## src/s5ch_pkg.sv

```systemverilog
// ----------------------------------------------------------------------------
// s5ch_pkg
// Shared types and protocol constants for the SOCKS5 client handshake core.
// ----------------------------------------------------------------------------
package s5ch_pkg;

    typedef enum logic [1:0] {
        ACT_LOAD  = 2'd0,
        ACT_START = 2'd1,
        ACT_PULL  = 2'd2,
        ACT_RECV  = 2'd3
    } action_e_t;

    typedef enum logic [2:0] {
        PH_IDLE   = 3'd0,
        PH_METHOD = 3'd1,
        PH_AUTH   = 3'd2,
        PH_REPLY  = 3'd3,
        PH_DONE   = 3'd4,
        PH_FAILED = 3'd5
    } phase_e_t;

    typedef enum logic [1:0] {
        MSG_NONE    = 2'd0,
        MSG_OFFER   = 2'd1,
        MSG_CREDS   = 2'd2,
        MSG_REQUEST = 2'd3
    } msg_e_t;

    localparam logic [2:0] CFG_DST_IPV4  = 3'd0;
    localparam logic [2:0] CFG_DST_PORT  = 3'd1;
    localparam logic [2:0] CFG_USE_DOM   = 3'd2;
    localparam logic [2:0] CFG_USER_LEN  = 3'd3;
    localparam logic [2:0] CFG_PASS_LEN  = 3'd4;
    localparam logic [2:0] CFG_DOM_LEN   = 3'd5;

    localparam logic [1:0] SEL_USER = 2'd0;
    localparam logic [1:0] SEL_PASS = 2'd1;
    localparam logic [1:0] SEL_DOM  = 2'd2;

    localparam logic [2:0] ERR_NONE       = 3'd0;
    localparam logic [2:0] ERR_VER_METHOD = 3'd1;
    localparam logic [2:0] ERR_NO_CREDS   = 3'd2;
    localparam logic [2:0] ERR_NO_METHOD  = 3'd3;
    localparam logic [2:0] ERR_AUTH       = 3'd4;
    localparam logic [2:0] ERR_VER_REPLY  = 3'd5;
    localparam logic [2:0] ERR_REJECTED   = 3'd6;
    localparam logic [2:0] ERR_ATYP       = 3'd7;

    localparam logic [7:0] SOCKS_VER       = 8'h05;
    localparam logic [7:0] AUTH_VER        = 8'h01;
    localparam logic [7:0] METH_NO_AUTH    = 8'h00;
    localparam logic [7:0] METH_PASSWORD   = 8'h02;
    localparam logic [7:0] REQ_CONNECT     = 8'h01;
    localparam logic [7:0] RSV_BYTE        = 8'h00;
    localparam logic [7:0] ADDR_TYPE_V4    = 8'h01;
    localparam logic [7:0] ADDR_TYPE_NAME  = 8'h03;
    localparam logic [7:0] ADDR_TYPE_V6    = 8'h04;
    localparam logic [7:0] AUTH_OK         = 8'h00;
    localparam logic [7:0] REP_OK          = 8'h00;

    localparam logic [8:0] REPLY_LEN_IPV4  = 9'd10;
    localparam logic [8:0] REPLY_LEN_IPV6  = 9'd22;
    localparam logic [8:0] REPLY_DOM_BASE  = 9'd7;

    typedef struct packed {
        logic [31:0] dst_ipv4;
        logic [15:0] dst_port;
        logic        use_domain;
        logic [7:0]  username_len;
        logic [7:0]  password_len;
        logic [7:0]  domain_len;
    } cfg_t;

    typedef struct packed {
        phase_e_t   phase;
        logic [8:0] count;
        logic [8:0] total;
        logic [7:0] status;
        logic [2:0] fault;
    } rx_state_t;

    typedef struct packed {
        logic       tx_valid;
        logic [7:0] tx_byte;
        logic       tx_last;
        logic       tx_pending;
        logic       payload_valid;
        logic [7:0] payload_byte;
        logic [2:0] phase;
        logic [2:0] error_code;
        logic [7:0] reply_code;
    } result_t;

endpackage

```

## src/s5ch_tx.sv

```systemverilog
// ----------------------------------------------------------------------------
// s5ch_tx
// Outbound message builder: byte and end mark at the current position, and
// the string store address needed at a given (next) position.
// ----------------------------------------------------------------------------
module s5ch_tx import s5ch_pkg::*; #(
    parameter int MAX_STRING = 255
) (
    input  msg_e_t                              msg,
    input  logic [9:0]                          pos,
    input  cfg_t                                cfg,
    input  logic [7:0]                          store_byte,
    output logic [7:0]                          tx_byte,
    output logic                                tx_last,
    input  msg_e_t                              addr_msg,
    input  logic [9:0]                          addr_pos,
    input  cfg_t                                addr_cfg,
    output logic [$clog2(3*MAX_STRING)-1:0]     rd_addr
);

    localparam int         AW       = $clog2(3 * MAX_STRING);
    localparam logic [7:0] MAX8     = 8'(MAX_STRING);
    localparam logic [10:0] BASE_PW  = 11'(MAX_STRING);
    localparam logic [10:0] BASE_DOM = 11'(2 * MAX_STRING);

    function automatic logic [7:0] clamp8(input logic [7:0] v);
        return (v > MAX8) ? MAX8 : v;
    endfunction

    logic [10:0] p;
    logic [10:0] ulc;
    logic [10:0] plc;
    logic [10:0] dlc;
    logic        up;
    logic [10:0] len;
    logic [10:0] ap;
    logic [10:0] aulc;
    logic [10:0] addr;

    assign p   = {1'b0, pos};
    assign ulc = {3'b0, clamp8(cfg.username_len)};
    assign plc = {3'b0, clamp8(cfg.password_len)};
    assign dlc = {3'b0, clamp8(cfg.domain_len)};
    assign up  = (cfg.username_len != 8'd0);

    always_comb begin
        len     = 11'd0;
        tx_byte = 8'd0;
        case (msg)
            MSG_OFFER: begin
                len = up ? 11'd4 : 11'd3;
                if (p == 11'd0) begin
                    tx_byte = SOCKS_VER;
                end else if (p == 11'd1) begin
                    tx_byte = up ? 8'd2 : 8'd1;
                end else if (p == 11'd2) begin
                    tx_byte = METH_NO_AUTH;
                end else if (p == 11'd3 && up) begin
                    tx_byte = METH_PASSWORD;
                end
            end
            MSG_CREDS: begin
                len = 11'd3 + ulc + plc;
                if (p == 11'd0) begin
                    tx_byte = AUTH_VER;
                end else if (p == 11'd1) begin
                    tx_byte = ulc[7:0];
                end else if (p < 11'd2 + ulc) begin
                    tx_byte = store_byte;
                end else if (p == 11'd2 + ulc) begin
                    tx_byte = plc[7:0];
                end else if (p < 11'd3 + ulc + plc) begin
                    tx_byte = store_byte;
                end
            end
            MSG_REQUEST: begin
                len = cfg.use_domain ? (11'd7 + dlc) : 11'd10;
                if (p == 11'd0) begin
                    tx_byte = SOCKS_VER;
                end else if (p == 11'd1) begin
                    tx_byte = REQ_CONNECT;
                end else if (p == 11'd2) begin
                    tx_byte = RSV_BYTE;
                end else if (cfg.use_domain) begin
                    if (p == 11'd3) begin
                        tx_byte = ADDR_TYPE_NAME;
                    end else if (p == 11'd4) begin
                        tx_byte = dlc[7:0];
                    end else if (p < 11'd5 + dlc) begin
                        tx_byte = store_byte;
                    end else if (p == 11'd5 + dlc) begin
                        tx_byte = cfg.dst_port[15:8];
                    end else if (p == 11'd6 + dlc) begin
                        tx_byte = cfg.dst_port[7:0];
                    end
                end else begin
                    case (p)
                        11'd3:   tx_byte = ADDR_TYPE_V4;
                        11'd4:   tx_byte = cfg.dst_ipv4[31:24];
                        11'd5:   tx_byte = cfg.dst_ipv4[23:16];
                        11'd6:   tx_byte = cfg.dst_ipv4[15:8];
                        11'd7:   tx_byte = cfg.dst_ipv4[7:0];
                        11'd8:   tx_byte = cfg.dst_port[15:8];
                        11'd9:   tx_byte = cfg.dst_port[7:0];
                        default: tx_byte = 8'd0;
                    endcase
                end
            end
            default: begin
                len     = 11'd0;
                tx_byte = 8'd0;
            end
        endcase
    end

    assign tx_last = ((p + 11'd1) >= len);

    // store address for the position that the next item will see
    assign ap   = {1'b0, addr_pos};
    assign aulc = {3'b0, clamp8(addr_cfg.username_len)};

    always_comb begin
        case (addr_msg)
            MSG_CREDS: begin
                if (ap < 11'd2 + aulc) begin
                    addr = ap - 11'd2;
                end else begin
                    addr = BASE_PW + ap - 11'd3 - aulc;
                end
            end
            MSG_REQUEST: addr = BASE_DOM + ap - 11'd5;
            default:     addr = 11'd0;
        endcase
    end

    assign rd_addr = addr[AW-1:0];

endmodule

```

## config.mk

```make
export PLATFORM = sky130hd
export DESIGN_NAME = s5ch_tx
export DESIGN_NICKNAME = d
export VERILOG_FILES = /design/src/s5ch_pkg.sv /design/src/s5ch_tx.sv
export SDC_FILE = /design/constraint.sdc
export NUM_CORES = 1
export LEC_CHECK = 0
export BUFFER_PORTS_ARGS = -buffer_cell sky130_fd_sc_hd__buf_4
export CORE_MARGIN = 5
export CORE_UTILIZATION = 40
export DETAILED_ROUTE_END_ITERATION = 10
export PLACE_DENSITY = 0.72
export SETUP_SLACK_MARGIN = 0.05
export SYNTH_ARGS = -nofsm -noshare
export SYNTH_HDL_FRONTEND = slang
export SYNTH_SLANG_ARGS = --single-unit
```

## constraint.sdc

```tcl
create_clock -name vclk -period 8.2
set_clock_uncertainty 0.2 [all_clocks]
set_input_delay 2.46 -clock vclk [all_inputs]
set_output_delay 2.46 -clock vclk [all_outputs]
set_load 0.02 [all_outputs]
```

==> results of run 1 <==
-- power groups by stage --
stage	logic, mW	clock network [mW]	registers [mW]
finish	0.431	0	0
global route	0.472	0	0
CTS	0.404	0	0
detailed placement	0.389	0	0
global placement	0.373	0	0
floorplan	0.237	0	0
-- what timing repair did --
item	CTS	global route
setup buffers	5	5
resized for setup	17	24
pin swaps	14	25
gates cloned	0	0
endpoints found under the setup margin	9	9
-- worst paths after layout --
| kind | to | startpoint | slack, ps | cells past startpoint |
|---|---|---|---|---|
| setup / recovery | tx_byte[0] | cfg[9] | -400 | 22 |
| hold / removal | rd_addr[0] | addr_msg[1] | 5090 | 3 |
-- per-stage QoR --
| step | setup WS, ps | TNS, ps | utilization [%] | cell area [sq um] |
|---|---|---|---|---|
| finish | -397 | -2810 | 56.5 | 6390 |
| detailed placement | -526 | -3880 | 53.8 | 6090 |
| CTS | -418 | -2830 | 54.9 | 6210 |
| global placement | -430 | -2970 | 53.8 | 6090 |
| floorplan | 23.2 | 0 | - | 4740 |
| global route | -519 | -3910 | 56.5 | 6390 |
-- cells in the mapped netlist, types with 6 or more instances --
cell / n / area share, %
nor2_1: 42 / 3.4
a22oi_1: 12 / 2.0
a21o_1: 13 / 2.1
xnor2_1: 44 / 8.4
nand3_1: 21 / 2.3
or3_1: 7 / 0.95
o211ai_1: 7 / 1.1
ha_1: 89 / 24
a211o_1: 6 / 1.1
nor4_1: 7 / 0.95
or2_2: 7 / 0.95
mux2i_1: 7 / 1.5
nand2_1: 55 / 4.5
inv_1: 60 / 4.9
nand2b_1: 8 / 1.1
nor3_1: 10 / 1.1
xor2_1: 17 / 3.2
a221oi_1: 11 / 2.1
buf_2: 8 / 0.87
clkbuf_1: 10 / 0.82
nand4_1: 17 / 2.3
a21oi_1: 28 / 3.1
o2111ai_1: 8 / 1.5
and3_1: 8 / 1.1
o21ai_0: 37 / 4.0
o22ai_1: 9 / 1.2
-- area by class of cell --
cell class / instances / area share [%]
multi-input combinational: 554 / 71.3
timing repair buffer: 182 / 22.2
inverter: 60 / 3.76
tap: 143 / 2.80
-- worst min-delay path: cells and delay by family --
family / cells / cell delay, ps
buf+inv: 2 / 240
compound gates: 1 / 130
-- layer usage --
layer	GRT usage, %	vias to the layer above	wire, um
li1	-	2686	-
met4	3.98	0	237
met3	1.34	22	1030
met2	41.6	217	8410
met5	0	-	0
met1	30.5	2619	6970
-- cell families (layout without fill, tap and decap cells) --
group                      Yosys count  in the layout
buffers and inverters               84            242
and+or+nand+nor                    217            217
xor gates and xnor gates            61             61
adders and majority gates           92             92
AOI/OAI and AO/OA                  175            175
muxes                                9              9
==> flow_summary.ini, run 1 <==
[placed_design]
post-dp-hpwl_um = 13900
gp_congestion = 0.920
io_buffers = 132
dp_cells = 930

[pwr]
p_leak_nw = 2.90
intPower_mw = 0.211
combPwrFrac_pct = 100.0
power_frac_clock_pct = 0
switching_share_pct = 51.0
vdd_drop_max_mv = 0.0391
powerDensity_nw_per_um2 = 67.4
power_mw = 0.431
switching_power_mw = 0.220
power_frac_seq_pct = 0

[layout]
areaGrowthSynthToFinish_pct = 39.3
final_cell_mix = 173 x buf_4, 81 x ha_1, 55 x nand2_1
layout.nets = 1068
regArea_sq_um = 0
clock_buffers = 0
antenna_cells = 0
seq_cells = 0
stdcell_count = 939
fillCellCount = 1098
drive_gt1_share_pct = 32.0
multi_input_area_sq_um = 4550
layout_commonest_cell = buf_4

[setup_path]
slowest_stage = fa_2
cp.required_ps = 5540
crit_chain = buf_12, inv_12, ha_4, inv_2, ha_4, inv_2, fa_2, nor2b_2, o21ai_2, a21oi_2, o21ai_2, nor3b_4, or2_4, ha_4, nand4_1, a21oi_2, o41ai_4, o2bb2ai_4, a221oi_2, a311oi_1, a211o_1, buf_6
cp.arrival_ps = 5940
cp_common_cell = ha_4
cp_max_fo = 5
crit_path_end_kind = output port
cp_top_family = compound AO/OA/AOI/OAI gates
path_buf_inv = 5
start_kind = input pin
path_class = input pin to output port
cpPeakStageDelay_ps = 340

[floorplanning]
die_x_um = 117
die_height_um = 117
die_area_sq_um = 13700
core_area_sq_um = 11300
initial_core_util_pct = 40.5
num_rows = 39
ioPinCount = 197

[route]
drt_pass1_iterations = 8
remaining_drc_errors = 0
drt_iter0_drc = 343
routed_via_density = 5.90
via_count = 5544
drt-total-wl_um = 16600
ant_nets = 0
wl_per_cell_um = 17.7

[timing]
tightest_slew_ps = 714
slew_headroom_pct = 52.4
setup_viol = 9
fin_crit_ps = 8600
hold_violations = 0
setup_ws_ps = -397
drv_slew = 0
rsz0062_at_grt = true
fin_crit_sh_pct = 105
max_freq_mhz = 116
holdWs_ps = 5090

[run_status]
violations = negative setup slack
status = finished with violations

[synthesis]
yosys.area_share.simple_pct = 26.6
synth.distinct_cells = 69
yosysSeqAreaShare_pct = 0
synth-warning-count = 0
muxShareOfSynthArea_pct = 2.02
synth_top_family_by_area = simple AND/OR/NAND/NOR gates
netlist_instances = 638
syn_nets = 908
synthXorXnorAreaFrac_pct = 11.6
synth_area_sq_um = 4590
synth_compound_area_share_pct = 26.6
synthAdderAreaFrac_pct = 25.6
avgSynthCellArea_sq_um = 7.19

[global_routing]
grt_use_total_pct = 23.0
antenna_found_initial = 0
grt_pass1_wl_um = 25800
grt_max_degree = 21
gr-total-overflow = 0
grt_pass1_vias = 5366

[flow_run]
cap_violations = 0

[clock_tree]
cts_hold_buf = 0

[min_path]
hold_path.class = input pin to output port
(Power assumes the default switching activity.)
==> run 2: changes to the inputs <==
--- a/config.mk
+++ b/config.mk
@@ -6,10 +6,11 @@
 export NUM_CORES = 1
 export LEC_CHECK = 0
 export BUFFER_PORTS_ARGS = -buffer_cell sky130_fd_sc_hd__buf_4
+export CAP_MARGIN = 20
 export CORE_MARGIN = 5
 export CORE_UTILIZATION = 40
 export DETAILED_ROUTE_END_ITERATION = 10
-export PLACE_DENSITY = 0.72
+export PLACE_DENSITY_LB_ADDON = 0.2
 export SETUP_SLACK_MARGIN = 0.05
 export SYNTH_ARGS = -nofsm -noshare
 export SYNTH_HDL_FRONTEND = slang
==> constraint.sdc (replaced) <==
create_clock -name vclk -period 7.2
set_clock_uncertainty 0.2 [all_clocks]
set_input_delay 2.16 -clock vclk [all_inputs]
set_output_delay 2.16 -clock vclk [all_outputs]
set_load 0.02 [all_outputs]
==> run 2 against run 1 <==
The run still ends with negative setup slack left. Critical endpoint is now tx_byte[6]. Clock-buffer cell count did not move. Sequential share of layout area did not move. Sequential cell count did not move. Total power grew 18%. Final cell count up 2.9%. Hold slack got worse by 580 ps. Combinational power grew 18%. Global-route usage rose by 0.42 points.
==> flow_summary.ini, run 2 (synthesis gave the netlist of run 1 again) <==
[run_status]
status = finished with violations
violations = negative setup slack

[layout]
final_area_sq_um = 6630
stdcell_count = 966
areaGrowthSynthToFinish_pct = 44.6
seq_cells = 0
antenna_cells = 0
final_util_pct = 58.6
multi_input_area_sq_um = 4610
layout_commonest_cell = buf_4
layout.nets = 1095
regArea_sq_um = 0
fillCellCount = 1063
final_cell_mix = 204 x buf_4, 76 x ha_1, 54 x nand2_1
clock_buffers = 0
drive_gt1_share_pct = 35.7

[placed_design]
io_buffers = 132
post-dp-hpwl_um = 14000
place_ws_ps = -1050
dp_cells = 961
gp_congestion = 0.915
place_area_sq_um = 6340

[floorplanning]
die_x_um = 117
initial_core_util_pct = 40.5
die_area_sq_um = 13700
core_area_sq_um = 11300
die_height_um = 117
ioPinCount = 197
num_rows = 39

[timing]
fin_crit_ps = 7890
hold_violations = 0
setup_viol = 9
rsz0062_at_grt = true
drv_slew = 0
slew_headroom_pct = 43.1
fin_crit_sh_pct = 110
tightest_slew_ps = 850
max_freq_mhz = 127
setup_ws_ps = -688

[flow_run]
cap_violations = 0

[global_routing]
grt_max_degree = 21
antenna_found_initial = 0
gr-total-overflow = 0
grt_pass1_vias = 5434
grt_use_total_pct = 23.4
grt_pass1_wl_um = 26200

[route]
remaining_drc_errors = 0
drt-total-wl_um = 16900
ant_nets = 0
via_count = 5452
wl_per_cell_um = 17.5
drt_pass1_iterations = 5
routed_via_density = 5.64
drt_iter0_drc = 335

[pwr]
powerDensity_nw_per_um2 = 76.8
vdd_drop_max_mv = 0.0534
p_leak_nw = 3.02

[setup_path]
cp.required_ps = 4840
start_kind = input pin
cp_max_fo = 8
cp.arrival_ps = 5530
crit_path_end_kind = output port
path_class = input pin to output port

[min_path]
hold_path.class = input pin to output port
==> run 2: cell types whose count changed in the layout (fill, tap and decap cells not counted), sizes merged <==
cell / delta
buf: +27
==> run 2: routing by layer <==
| metal | up-vias | wire length (um) | GRT usage [%] |
|---|---|---|---|
| met2 | 151 | 7980 | 39.2 |
| met3 | 29 | 888 | 2.06 |
| li1 | 2738 | - | - |
| met4 | 0 | 412 | 5.20 |
| met5 | - | 0 | 0 |
| met1 | 2534 | 7640 | 32.7 |
==> run 2: per-stage QoR <==
step                hold slack [ps]  TNS, ps  total power, mW
floorplan                      4270    -2670            0.271
detailed placement             4500    -8790            0.465
finish                         4510    -5760            0.510
global route                   4530    -7350            0.559
CTS                            4510    -6280            0.490
global placement               4490    -8100            0.451
==> run 2: worst paths after layout <==
check                    from          to  slack (ps)  cells past startpoint
setup / recovery       cfg[9]  tx_byte[6]        -690                     22
hold / removal    addr_msg[1]  rd_addr[0]        4510                      3
==> run 2: repair_timing <==
action,CTS,global route
endpoints found under the hold margin,0,0
setup endpoints to repair,9,11
buffers inserted,5,2
pin swaps,27,22
hold buffers,0,0
gates resized for setup,22,26
==> run 2: area by class of cell <==
class / instances / area share [%]
Inverter: 60 / 3.66
Multi-Input combinational cell: 554 / 69.5
Tap cell: 143 / 2.70
Timing Repair Buffer: 209 / 24.1
==> run 2: worst max-delay path, stage by stage <==
cell       delay, ps
buf_12            90
inv_12            30
ha_4             230
inv_4             50
ha_4             130
inv_2             30
fa_2             340
nor2b_2          130
o21ai_2           90
a21oi_2          160
o21ai_2           80
nor3b_4          160
or2_4            240
ha_4             220
a211oi_2         160
nor2_1            80
nor3_2           250
o2bb2ai_4        250
o21ai_2          120
a31o_1           190
a41oi_2          160
buf_4            170
==> run 2: power by group <==
group          switching, mW  internal (mW)  total (mW)
registers                  0              0           0
clock network              0              0           0
logic                  0.256          0.253       0.510
total                  0.256          0.253       0.510
