File: src/s5ch_pkg.sv
// ----------------------------------------------------------------------------
// s5ch_pkg
// Shared types and protocol constants for the SOCKS5 client handshake core.
// ----------------------------------------------------------------------------
package s5ch_pkg;

    typedef enum logic [1:0] {
        ACT_LOAD  = 2'd0,
        ACT_START = 2'd1,
        ACT_PULL  = 2'd2,
        ACT_RECV  = 2'd3
    } action_e_t;

    typedef enum logic [2:0] {
        PH_IDLE   = 3'd0,
        PH_METHOD = 3'd1,
        PH_AUTH   = 3'd2,
        PH_REPLY  = 3'd3,
        PH_DONE   = 3'd4,
        PH_FAILED = 3'd5
    } phase_e_t;

    typedef enum logic [1:0] {
        MSG_NONE    = 2'd0,
        MSG_OFFER   = 2'd1,
        MSG_CREDS   = 2'd2,
        MSG_REQUEST = 2'd3
    } msg_e_t;

    localparam logic [2:0] CFG_DST_IPV4  = 3'd0;
    localparam logic [2:0] CFG_DST_PORT  = 3'd1;
    localparam logic [2:0] CFG_USE_DOM   = 3'd2;
    localparam logic [2:0] CFG_USER_LEN  = 3'd3;
    localparam logic [2:0] CFG_PASS_LEN  = 3'd4;
    localparam logic [2:0] CFG_DOM_LEN   = 3'd5;

    localparam logic [1:0] SEL_USER = 2'd0;
    localparam logic [1:0] SEL_PASS = 2'd1;
    localparam logic [1:0] SEL_DOM  = 2'd2;

    localparam logic [2:0] ERR_NONE       = 3'd0;
    localparam logic [2:0] ERR_VER_METHOD = 3'd1;
    localparam logic [2:0] ERR_NO_CREDS   = 3'd2;
    localparam logic [2:0] ERR_NO_METHOD  = 3'd3;
    localparam logic [2:0] ERR_AUTH       = 3'd4;
    localparam logic [2:0] ERR_VER_REPLY  = 3'd5;
    localparam logic [2:0] ERR_REJECTED   = 3'd6;
    localparam logic [2:0] ERR_ATYP       = 3'd7;

    localparam logic [7:0] SOCKS_VER       = 8'h05;
    localparam logic [7:0] AUTH_VER        = 8'h01;
    localparam logic [7:0] METH_NO_AUTH    = 8'h00;
    localparam logic [7:0] METH_PASSWORD   = 8'h02;
    localparam logic [7:0] REQ_CONNECT     = 8'h01;
    localparam logic [7:0] RSV_BYTE        = 8'h00;
    localparam logic [7:0] ADDR_TYPE_V4    = 8'h01;
    localparam logic [7:0] ADDR_TYPE_NAME  = 8'h03;
    localparam logic [7:0] ADDR_TYPE_V6    = 8'h04;
    localparam logic [7:0] AUTH_OK         = 8'h00;
    localparam logic [7:0] REP_OK          = 8'h00;

    localparam logic [8:0] REPLY_LEN_IPV4  = 9'd10;
    localparam logic [8:0] REPLY_LEN_IPV6  = 9'd22;
    localparam logic [8:0] REPLY_DOM_BASE  = 9'd7;

    typedef struct packed {
        logic [31:0] dst_ipv4;
        logic [15:0] dst_port;
        logic        use_domain;
        logic [7:0]  username_len;
        logic [7:0]  password_len;
        logic [7:0]  domain_len;
    } cfg_t;

    typedef struct packed {
        phase_e_t   phase;
        logic [8:0] count;
        logic [8:0] total;
        logic [7:0] status;
        logic [2:0] fault;
    } rx_state_t;

    typedef struct packed {
        logic       tx_valid;
        logic [7:0] tx_byte;
        logic       tx_last;
        logic       tx_pending;
        logic       payload_valid;
        logic [7:0] payload_byte;
        logic [2:0] phase;
        logic [2:0] error_code;
        logic [7:0] reply_code;
    } result_t;

endpackage

File: src/s5ch_rx.sv
// ----------------------------------------------------------------------------
// s5ch_rx
// Server byte parser: method reply, auth status and connect reply.
// ----------------------------------------------------------------------------
module s5ch_rx import s5ch_pkg::*; (
    input  rx_state_t  cur,
    input  logic [7:0] rx_byte,
    input  logic       user_set,
    output rx_state_t  nxt,
    output msg_e_t     queue
);

    logic [8:0] cnt_inc;
    logic [8:0] total_w;

    assign cnt_inc = cur.count + 9'd1;

    always_comb begin
        nxt     = cur;
        queue   = MSG_NONE;
        total_w = cur.total;
        case (cur.phase)
            PH_METHOD: begin
                if (cur.count == 9'd0) begin
                    if (rx_byte != SOCKS_VER) begin
                        nxt.fault = ERR_VER_METHOD;
                    end
                    nxt.count = 9'd1;
                end else begin
                    nxt.count = 9'd0;
                    if (cur.fault != ERR_NONE) begin
                        nxt.phase = PH_FAILED;
                    end else if (rx_byte == METH_NO_AUTH) begin
                        queue     = MSG_REQUEST;
                        nxt.phase = PH_REPLY;
                        nxt.total = 9'd0;
                        nxt.fault = ERR_NONE;
                    end else if (rx_byte == METH_PASSWORD) begin
                        if (!user_set) begin
                            nxt.phase = PH_FAILED;
                            nxt.fault = ERR_NO_CREDS;
                        end else begin
                            queue     = MSG_CREDS;
                            nxt.phase = PH_AUTH;
                        end
                    end else begin
                        nxt.phase = PH_FAILED;
                        nxt.fault = ERR_NO_METHOD;
                    end
                end
            end
            PH_AUTH: begin
                if (cur.count == 9'd0) begin
                    nxt.count = 9'd1;
                end else begin
                    nxt.count = 9'd0;
                    if (rx_byte != AUTH_OK) begin
                        nxt.phase = PH_FAILED;
                        nxt.fault = ERR_AUTH;
                    end else begin
                        queue     = MSG_REQUEST;
                        nxt.phase = PH_REPLY;
                        nxt.total = 9'd0;
                        nxt.fault = ERR_NONE;
                    end
                end
            end
            PH_REPLY: begin
                if (cur.count == 9'd0 && rx_byte != SOCKS_VER) begin
                    nxt.fault = ERR_VER_REPLY;
                end
                if (cur.count == 9'd1) begin
                    nxt.status = rx_byte;
                end
                if (cur.count == 9'd3 && cur.fault != ERR_NONE) begin
                    nxt.phase = PH_FAILED;
                    nxt.count = 9'd0;
                end else if (cur.count == 9'd3 && cur.status != REP_OK) begin
                    nxt.phase = PH_FAILED;
                    nxt.fault = ERR_REJECTED;
                    nxt.count = 9'd0;
                end else if (cur.count == 9'd3 && rx_byte != ADDR_TYPE_V4
                             && rx_byte != ADDR_TYPE_V6 && rx_byte != ADDR_TYPE_NAME) begin
                    nxt.phase = PH_FAILED;
                    nxt.fault = ERR_ATYP;
                    nxt.count = 9'd0;
                end else begin
                    if (cur.count == 9'd3) begin
                        if (rx_byte == ADDR_TYPE_V4) begin
                            total_w = REPLY_LEN_IPV4;
                        end else if (rx_byte == ADDR_TYPE_V6) begin
                            total_w = REPLY_LEN_IPV6;
                        end else begin
                            total_w = 9'd0;
                        end
                    end
                    if (cur.count == 9'd4 && cur.total == 9'd0) begin
                        total_w = REPLY_DOM_BASE + {1'b0, rx_byte};
                    end
                    nxt.total = total_w;
                    nxt.count = cnt_inc;
                    if (cur.count >= 9'd3 && total_w != 9'd0 && cnt_inc >= total_w) begin
                        nxt.phase = PH_DONE;
                        nxt.count = 9'd0;
                    end
                end
            end
            default: begin
                nxt   = cur;
                queue = MSG_NONE;
            end
        endcase
    end

endmodule

File: config.mk
export PLATFORM = sky130hd
export DESIGN_NAME = s5ch_rx
export DESIGN_NICKNAME = d
export VERILOG_FILES = /design/src/s5ch_pkg.sv /design/src/s5ch_rx.sv
export SDC_FILE = /design/constraint.sdc
export NUM_CORES = 1
export LEC_CHECK = 0
export ABC_AREA = 1
export BUFFER_PORTS_ARGS = -buffer_cell sky130_fd_sc_hd__buf_2
export CORE_MARGIN = 4
export CORE_UTILIZATION = 55
export DETAILED_ROUTE_END_ITERATION = 8
export PLACE_DENSITY = 0.95
export SYNTH_ARGS = -nofsm -noshare
export SYNTH_HDL_FRONTEND = slang
export SYNTH_SLANG_ARGS = --single-unit
File: constraint.sdc
create_clock -name vclk -period 6.3
set_input_delay 0.315 -clock vclk [all_inputs]
set_output_delay 0.315 -clock vclk [all_outputs]
set_load 0.03 [all_outputs]
==> summary.md, run 1 <==
| Metric | Value |
|---|---|
| Detail Route Antenna Nets | `0` |
| # clk buffers | `0` |
| M1 wire length | `between 2 and 2.5 mm` |
| Top-count cell post-synth | `inv_1` |
| HPWL after DPL | `approximately 4.8 mm` |
| Final Hold Viols | `0` |
| Outcome | `completed` |
| Yosys top cell area share | `between 10% and 20%` |
| Number of max-cap violations | `0` |
| Sequential cells | `0` |
| Sequential fraction of the synthesis area | `0%` |
| Total die area | `~4200 sq um` |
| Leak | `around 0.0012 uW` |
| Period Utilization, post-route | `52.0%` |
| Power Density | `74.1 nW/um^2` |
| Die width | `64.5 um` |
| Worst hold path type | `in -> out` |
| Max Used Layer | `met4` |
| Mean Syn Cell Area | `5.44 sq um` |
| Initial Util | `between 50% and 60%` |
| Total grt overflow | `0` |
| Setup TNS | `0 ns` |
| Pint | `about 52 uW` |
| First-pass GRT wire length | `about 9.4 mm` |
| GP Congestion | `between 0.9 and 1` |
| Worst EP required | `between 5 and 6 ns` |
| Sequential cell area | `0 sq um` |
| Leading area contributor after synthesis | `inv_1` |
| Startpoint types | `input port` |
| YS warnings | `0` |
| CP peak stage delay | `just over 0.3 ns` |
| Comb power frac | `100.0%` |
| Hold Path Origin | `cur[3]` |
| VDD IR-drop max | `between 0.00004 and 0.00005 V` |
| Antenna cells | `0` |
| Least-Margin Pin Slew | `between 0.6 and 0.7 ns` |
| Crit path DAT | `approximately 3.0 ns` |
| Vias per cell | `approximately 5.4` |
| Critical path launch point | `cur[20]` |
| Setup CP Type | `in -> out` |
| Gate Count Post-Synth | `323` |
| RSZ-0062 raised after global routing | `false` |
| Wire length per cell | `12.5 um` |
| CP bufs+invs | `5` |
| Filler instances | `about 300` |
| Initial antenna violation count | `0` |
| Levels on crit path | `21` |
| Total global-route track usage | `between 20% and 30%` |
| Slowest CP cell | `ha_1` |
| Syn nets | `380` |
| CP Capture Point | `nxt[27]` |
| Buffers on Ports | `75` |
| Fin util | `between 70% and 80%` |
| Top cell family by delay on the critical path | `simple AND/OR/NAND/NOR gates` |
| DR WL met3 | `around 350 um` |
| # DRC | `0` |
| Sw Ratio | `between 60% and 70%` |
| Number of global-route vias before repair | `between 2000 and 2500` |
| Synthesis-to-layout area growth | `23.6%` |
| Largest net degree at the start of global routing | `17` |
| Setup violations, final | `0` |
| Max-slew violations | `0` |
| Cts hold-fix bufs | `0` |
| CP Capture Type | `output pin` |
| Number of core rows | `20` |
| CP cell instances | `buf_2, inv_1, ha_1, inv_1, nor2_1, nand3_2, nor2_4, nand2_2, o21ai_1, nand2_2, ha_1, a21oi_1, nor2_1, a211oi_1, o21ai_1, inv_1, nand2_1, nand2_4, nand2_4, o21ai_2, buf_2` |
| Crit-path max FO | `8` |
| Initial DRT Pass Iterations | `6` |
| Post-synth top cells | `inv_1, nand2_1, nor2_1, nand3_1, o21ai_0` |
| Core Area | `just over 3000 sq um` |
| Met2 WL | `2.69 mm` |
| Nets@finish | `455` |
| Ports | `75` |
| Relative slew slack | `about 57%` |
| Die Y | `approximately 65 um` |
| DR iter-0 viols | `roughly 240` |
| Synth Cell Area | `about 1800 sq um` |
| DR vias | `around 2400` |
| Clk network pwr share | `0%` |
| Routed wire length | `approximately 5.5 mm` |
| Post-CTS Setup Inserts | `0` |
| Area contributors post-synth | `inv_1, nand2_1, ha_1` |
| Fin crit period | `3.28 ns` |
| Sw Pwr | `around 110 uW` |
| CTS resizes | `0` |
| Max Fclk | `roughly 300 MHz` |
| Layout cells sized above 1 | `roughly 28%` |
| Post-synthesis cell type count | `34` |
| Crit-path most repeated cell | `inv_1` |
| Flop pwr share | `0%` |
==> how the worst min path moves through the flow <==
stage | end | slack [ns] | cells after the start
6_report | nxt[3] | 1.01 | 4
5_1_grt | nxt[5] | 1.03 | 4
4_1_cts | nxt[9] | 1.01 | 4
3_5_place_dp | nxt[5] | 1.01 | 4
3_3_place_gp | nxt[9] | 1.00 | 4
2_1_floorplan | nxt[26] | 0.80 | 2
==> worst min-delay path: cells and delay by family <==
| kind | cells | cell delay, ns |
|---|---|---|
| buf+inv | 2 | 0.28 |
| compound gates | 1 | 0.05 |
| simple gates | 1 | 0.04 |
==> kinds of logic (layout without fill, tap and decap cells) <==
family                   count (synthesis)  count (layout)  synth area share (%)
XOR/XNOR                                12              12                  5.98
buffers and inverters                   75             148                  16.5
adder cells (fa/ha/maj)                 16              16                  11.4
AND/OR/NAND/NOR                        158             158                  43.4
AO/OA/AOI/OAI                           62              62                  22.8
==> power groups by stage <==
stage | Combinational (uW) | Sequential (uW) | Clock (uW)
3_3_place_gp | 156 | 0 | 0
5_1_grt | 177 | 0 | 0
6_report | 161 | 0 | 0
3_5_place_dp | 159 | 0 | 0
4_1_cts | 159 | 0 | 0
2_1_floorplan | 107 | 0 | 0
==> cells in the final DEF (no fill, tap or decap) <==
cell type and n:
o22ai_2 5, nand2_1 63, a211oi_1 1, inv_2 6
o31ai_1 1, o21ai_0 17, nand4_1 9, ha_1 16
a21oi_1 7, o311ai_0 1, nor3_1 7, buf_2 75
nand2_2 4, a2111oi_0 1, nor4_1 1, xor2_1 12
inv_1 67, nor3_2 2, o211ai_1 2, nor3_4 1
o21ai_1 10, nor2_1 29, nand3b_1 2, nand2_4 2
o21ai_2 2, nor2_2 10, a21oi_2 2, nand3_2 1
o21bai_1 1, nor2_4 2, o22ai_1 11, nand3_1 25
o2111ai_1 1
==> final cells by class <==
type	count	area [sq um]	share of cell area (%)
Inverter	73	274	12.6
Multi-Input combinational cell	248	1470	67.6
Tap cell	44	55.1	2.53
Timing Repair Buffer	75	375	17.3
==> layer usage <==
layer  up-vias  track usage (%)
met5         -                0
met4         0             5.01
met3         8             1.39
met2       103             49.5
met1      1052             34.0
li1       1208                -
==> metrics by stage <==
| stage | worst slack (ns) | total power (uW) | cells | hold slack (ns) | cell area, sq um |
|---|---|---|---|---|---|
| after floorplan | 3.36 | 107 | 323 | 0.804 | 1760 |
| after global placement | 3.15 | 156 | 440 | 1.00 | 2170 |
| after detailed placement | 3.08 | 159 | 440 | 1.01 | 2170 |
| after CTS | 3.07 | 159 | 440 | 1.01 | 2170 |
| after global routing | 2.74 | 177 | 440 | 1.03 | 2170 |
| final | 3.02 | 161 | 440 | 1.01 | 2170 |
(Power assumes the default switching activity.)
==> run 2, diff against run 1 <==
ABC_AREA = 0   (was 1)
CORE_UTILIZATION = 45   (was 55)
PLACE_DENSITY = 0.88   (was 0.95)
clock period = 2.8 ns   (was 6.3 ns; I/O delays follow)
==> run 2 against run 1 <==
  * The flow now finishes with violations (setup timing)
  * First-iteration DRC count increased by 75%
  * Utilization increased by 14 points
  * Design area up 34%
  * Cell count is 3.0% lower
  * Die area rose by 12%
  * Sequential share of layout area stayed put
  * Synthesized cell count shrank 24%
  * Power rose to 3.1 times the previous value
  * Wire length is 45% higher
  * Sequential cell count unchanged
  * Global-route usage is 7.0 points higher
  * Largest cell class unchanged
  * Largest power group unchanged
==> summary.md, run 2 <==
| Metric | Value |
|---|---|
| Sequential fraction of the synthesis area | `0%` |
| Wire length per cell | `around 19 um` |
| Least-Margin Pin Slew | `a little under 0.7 ns` |
| Multi-input logic area | `~1800 sq um` |
| Antenna cells | `0` |
| Post-synthesis cell type count | `49` |
| DR iter-0 viols | `about 430` |
| Simple-gate share of the synthesized area | `39.4%` |
| # clk buffers | `0` |
| Top cell family by delay on the critical path | `simple AND/OR/NAND/NOR gates` |
| Worst hold path type | `in -> out` |
| Area contributors post-synth | `ha_1, mux2_2, nand2_1` |
| Most common cell after layout, fill and taps aside | `buf_4` |
| Worst EP required | `2.66 ns` |
| CP bufs+invs | `4` |
| Ports | `75` |
| Design area | `2900 sq um` |
| Routed wire length | `7.99 mm` |
| Crit path DAT | `3.23 ns` |
| Period Utilization, post-route | `120%` |
| Pre-CTS setup slack | `-0.653 ns` |
| Outcome | `finished, violations left` |
| Die Y | `between 60 and 70 um` |
| Layout cells sized above 1 | `roughly 54%` |
| Failing checks | `setup timing` |
| Number of core rows | `21` |
| Sequential cells | `0` |
| Vias per cell | `~6.4` |
| Critical path launch point | `cur[21]` |
| Filler instances | `about 190` |
| Post-synth top cells | `nand2_1, a21oi_1, nor2_1, ha_1, o21ai_0` |
| Core Area | `3420 sq um` |
| Fin crit period | `roughly 3.4 ns` |
| Fin util | `about 85%` |
| VDD IR-drop max | `approximately 0.0001 V` |
| Leak | `between 0.001 and 0.0015 uW` |
| Post-synthesis mux area share | `7.60%` |
| Most frequent cells in the layout | `buf_4, buf_2, nand2_1` |
| Initial DRT Pass Iterations | `5` |
| Nets@finish | `440` |
| Relative slew slack | `a little over half` |
| Yosys top cell area share | `12.3%` |
| Synth Cell Area | `~1600 sq um` |
| CP cell instances | `buf_8, inv_6, ha_4, nand2_4, or4b_4, or3_4, nor2_4, a211oi_2, ha_1, a21oi_2, a21oi_1, a21oi_2, a311oi_4, buf_6, nor2_4, a22o_2, buf_6` |
| Placed cell areas | `between 2000 and 3000 sq um` |
| # DRC | `0` |
| Crit-path max FO | `7` |
| Power Density | `172 nW/um^2` |
| Worst setup margin | `-0.568 ns` |
| Die width | `slightly below 70 um` |
| Largest net degree at the start of global routing | `13` |
| Syn nets | `between 300 and 400` |
| Setup violations, final | `16` |
| Number of max-cap violations | `0` |
| GP Congestion | `between 0.9 and 1` |
| DR vias | `roughly 2700` |
| Complex-gate fraction of the synthesized area | `between 20% and 30%` |
| Gate Count Post-Synth | `between 200 and 250` |
| Worst hold slack | `roughly 0.67 ns` |
| CP Capture Point | `nxt[28]` |
| HPWL after DPL | `roughly 5.3 mm` |
| YS warnings | `0` |
| Levels on crit path | `17` |
| Total grt overflow | `0` |
| Xor/xnor share of the synthesized area | `roughly 6.5%` |
| Buffers on Ports | `between 70 and 80` |
| Total global-route track usage | `roughly a third` |
| CP peak stage delay | `0.55 ns` |
| Setup CP Type | `in -> out` |
| Initial antenna violation count | `0` |
| Sequential cell area | `0 sq um` |
| Initial Util | `between 40% and 50%` |
| Detail Route Antenna Nets | `0` |
| Adder-cell area share of the yosys netlist | `12.3%` |
| Top-count cell post-synth | `nand2_1` |
| Leading area contributor after synthesis | `ha_1` |
| Hold depth | `3` |
| Mean Syn Cell Area | `approximately 6.6 sq um` |
| CP Capture Type | `output pin` |
| Max-slew violations | `0` |
| Startpoint types | `input port` |
| Setup TNS | `-6.25 ns` |
| Slowest CP cell | `or4b_4` |
| RSZ-0062 raised after global routing | `true` |
| Synthesis-to-layout area growth | `78.2%` |
| First-pass GRT wire length | `12.1 mm` |
| Total die area | `roughly 4600 sq um` |
| Max Fclk | `approximately 300 MHz` |
| Number of global-route vias before repair | `2615` |
| Largest family of logic cells by synthesized area | `simple AND/OR/NAND/NOR gates` |
| Final Hold Viols | `0` |
[run 2: changes by cell type after synthesis, sizes merged, moves of 6 or more]
cell | previous run | this run
xnor2 | 0 | 10
o21ai | 29 | 15
nand3 | 26 | 5
mux2 | 0 | 11
nand2b | 0 | 9
clkbuf | 1 | 7
a21oi | 9 | 21
xor2 | 12 | 2
nand2 | 69 | 31
nor2 | 41 | 20
inv | 73 | 12
a22o | 0 | 7
o22ai | 16 | 5
[run 2: metal layers]
layer	GRT usage, %	wire (um)	vias up
met2	59.6	3840	242
met5	0	0	-
li1	-	-	1199
met3	5.42	819	69
met1	37.6	2740	1217
met4	19.6	585	0
[run 2: what timing repair did]
item / in CTS / in global routing
endpoints found under the hold margin: 0 / 0
setup buffers: 6 / 2
endpoints found under the setup margin: 12 / 17
hold buffers: 0 / 0
resized for setup: 44 / 16
pin swaps: 19 / 25
[run 2: worst min-delay path by stage]
stage	start	to	slack, ns
6_report	cur[6]	nxt[6]	0.67
4_1_cts	cur[6]	nxt[6]	0.68
5_1_grt	cur[5]	nxt[5]	0.69
3_5_place_dp	cur[6]	nxt[6]	0.67
2_1_floorplan	cur[23]	nxt[23]	0.44
3_3_place_gp	cur[1]	nxt[1]	0.66
[run 2: logic make-up after synthesis]
group / Yosys count
buf+inv: 20
xor+xnor: 12
simple gates: 115
compound gates: 72
fa+ha+maj: 16
mux: 11
[run 2: cell type report]
class                           count  area share, %
Timing Repair Buffer              143           33.9
Inverter                           12           2.16
Multi-Input combinational cell    226           61.9
Tap cell                           46           1.98
[run 2: metrics by stage]
step / cells / total power [uW]
2_1_floorplan: 246 / 244
3_3_place_gp: 420 / 405
3_5_place_dp: 420 / 420
4_1_cts: 425 / 462
5_1_grt: 427 / 529
6_report: 427 / 500
[run 2: power by group]
group	switching, uW	internal, uW
clock network	0	0
registers	0	0
logic	279	221
total	279	221
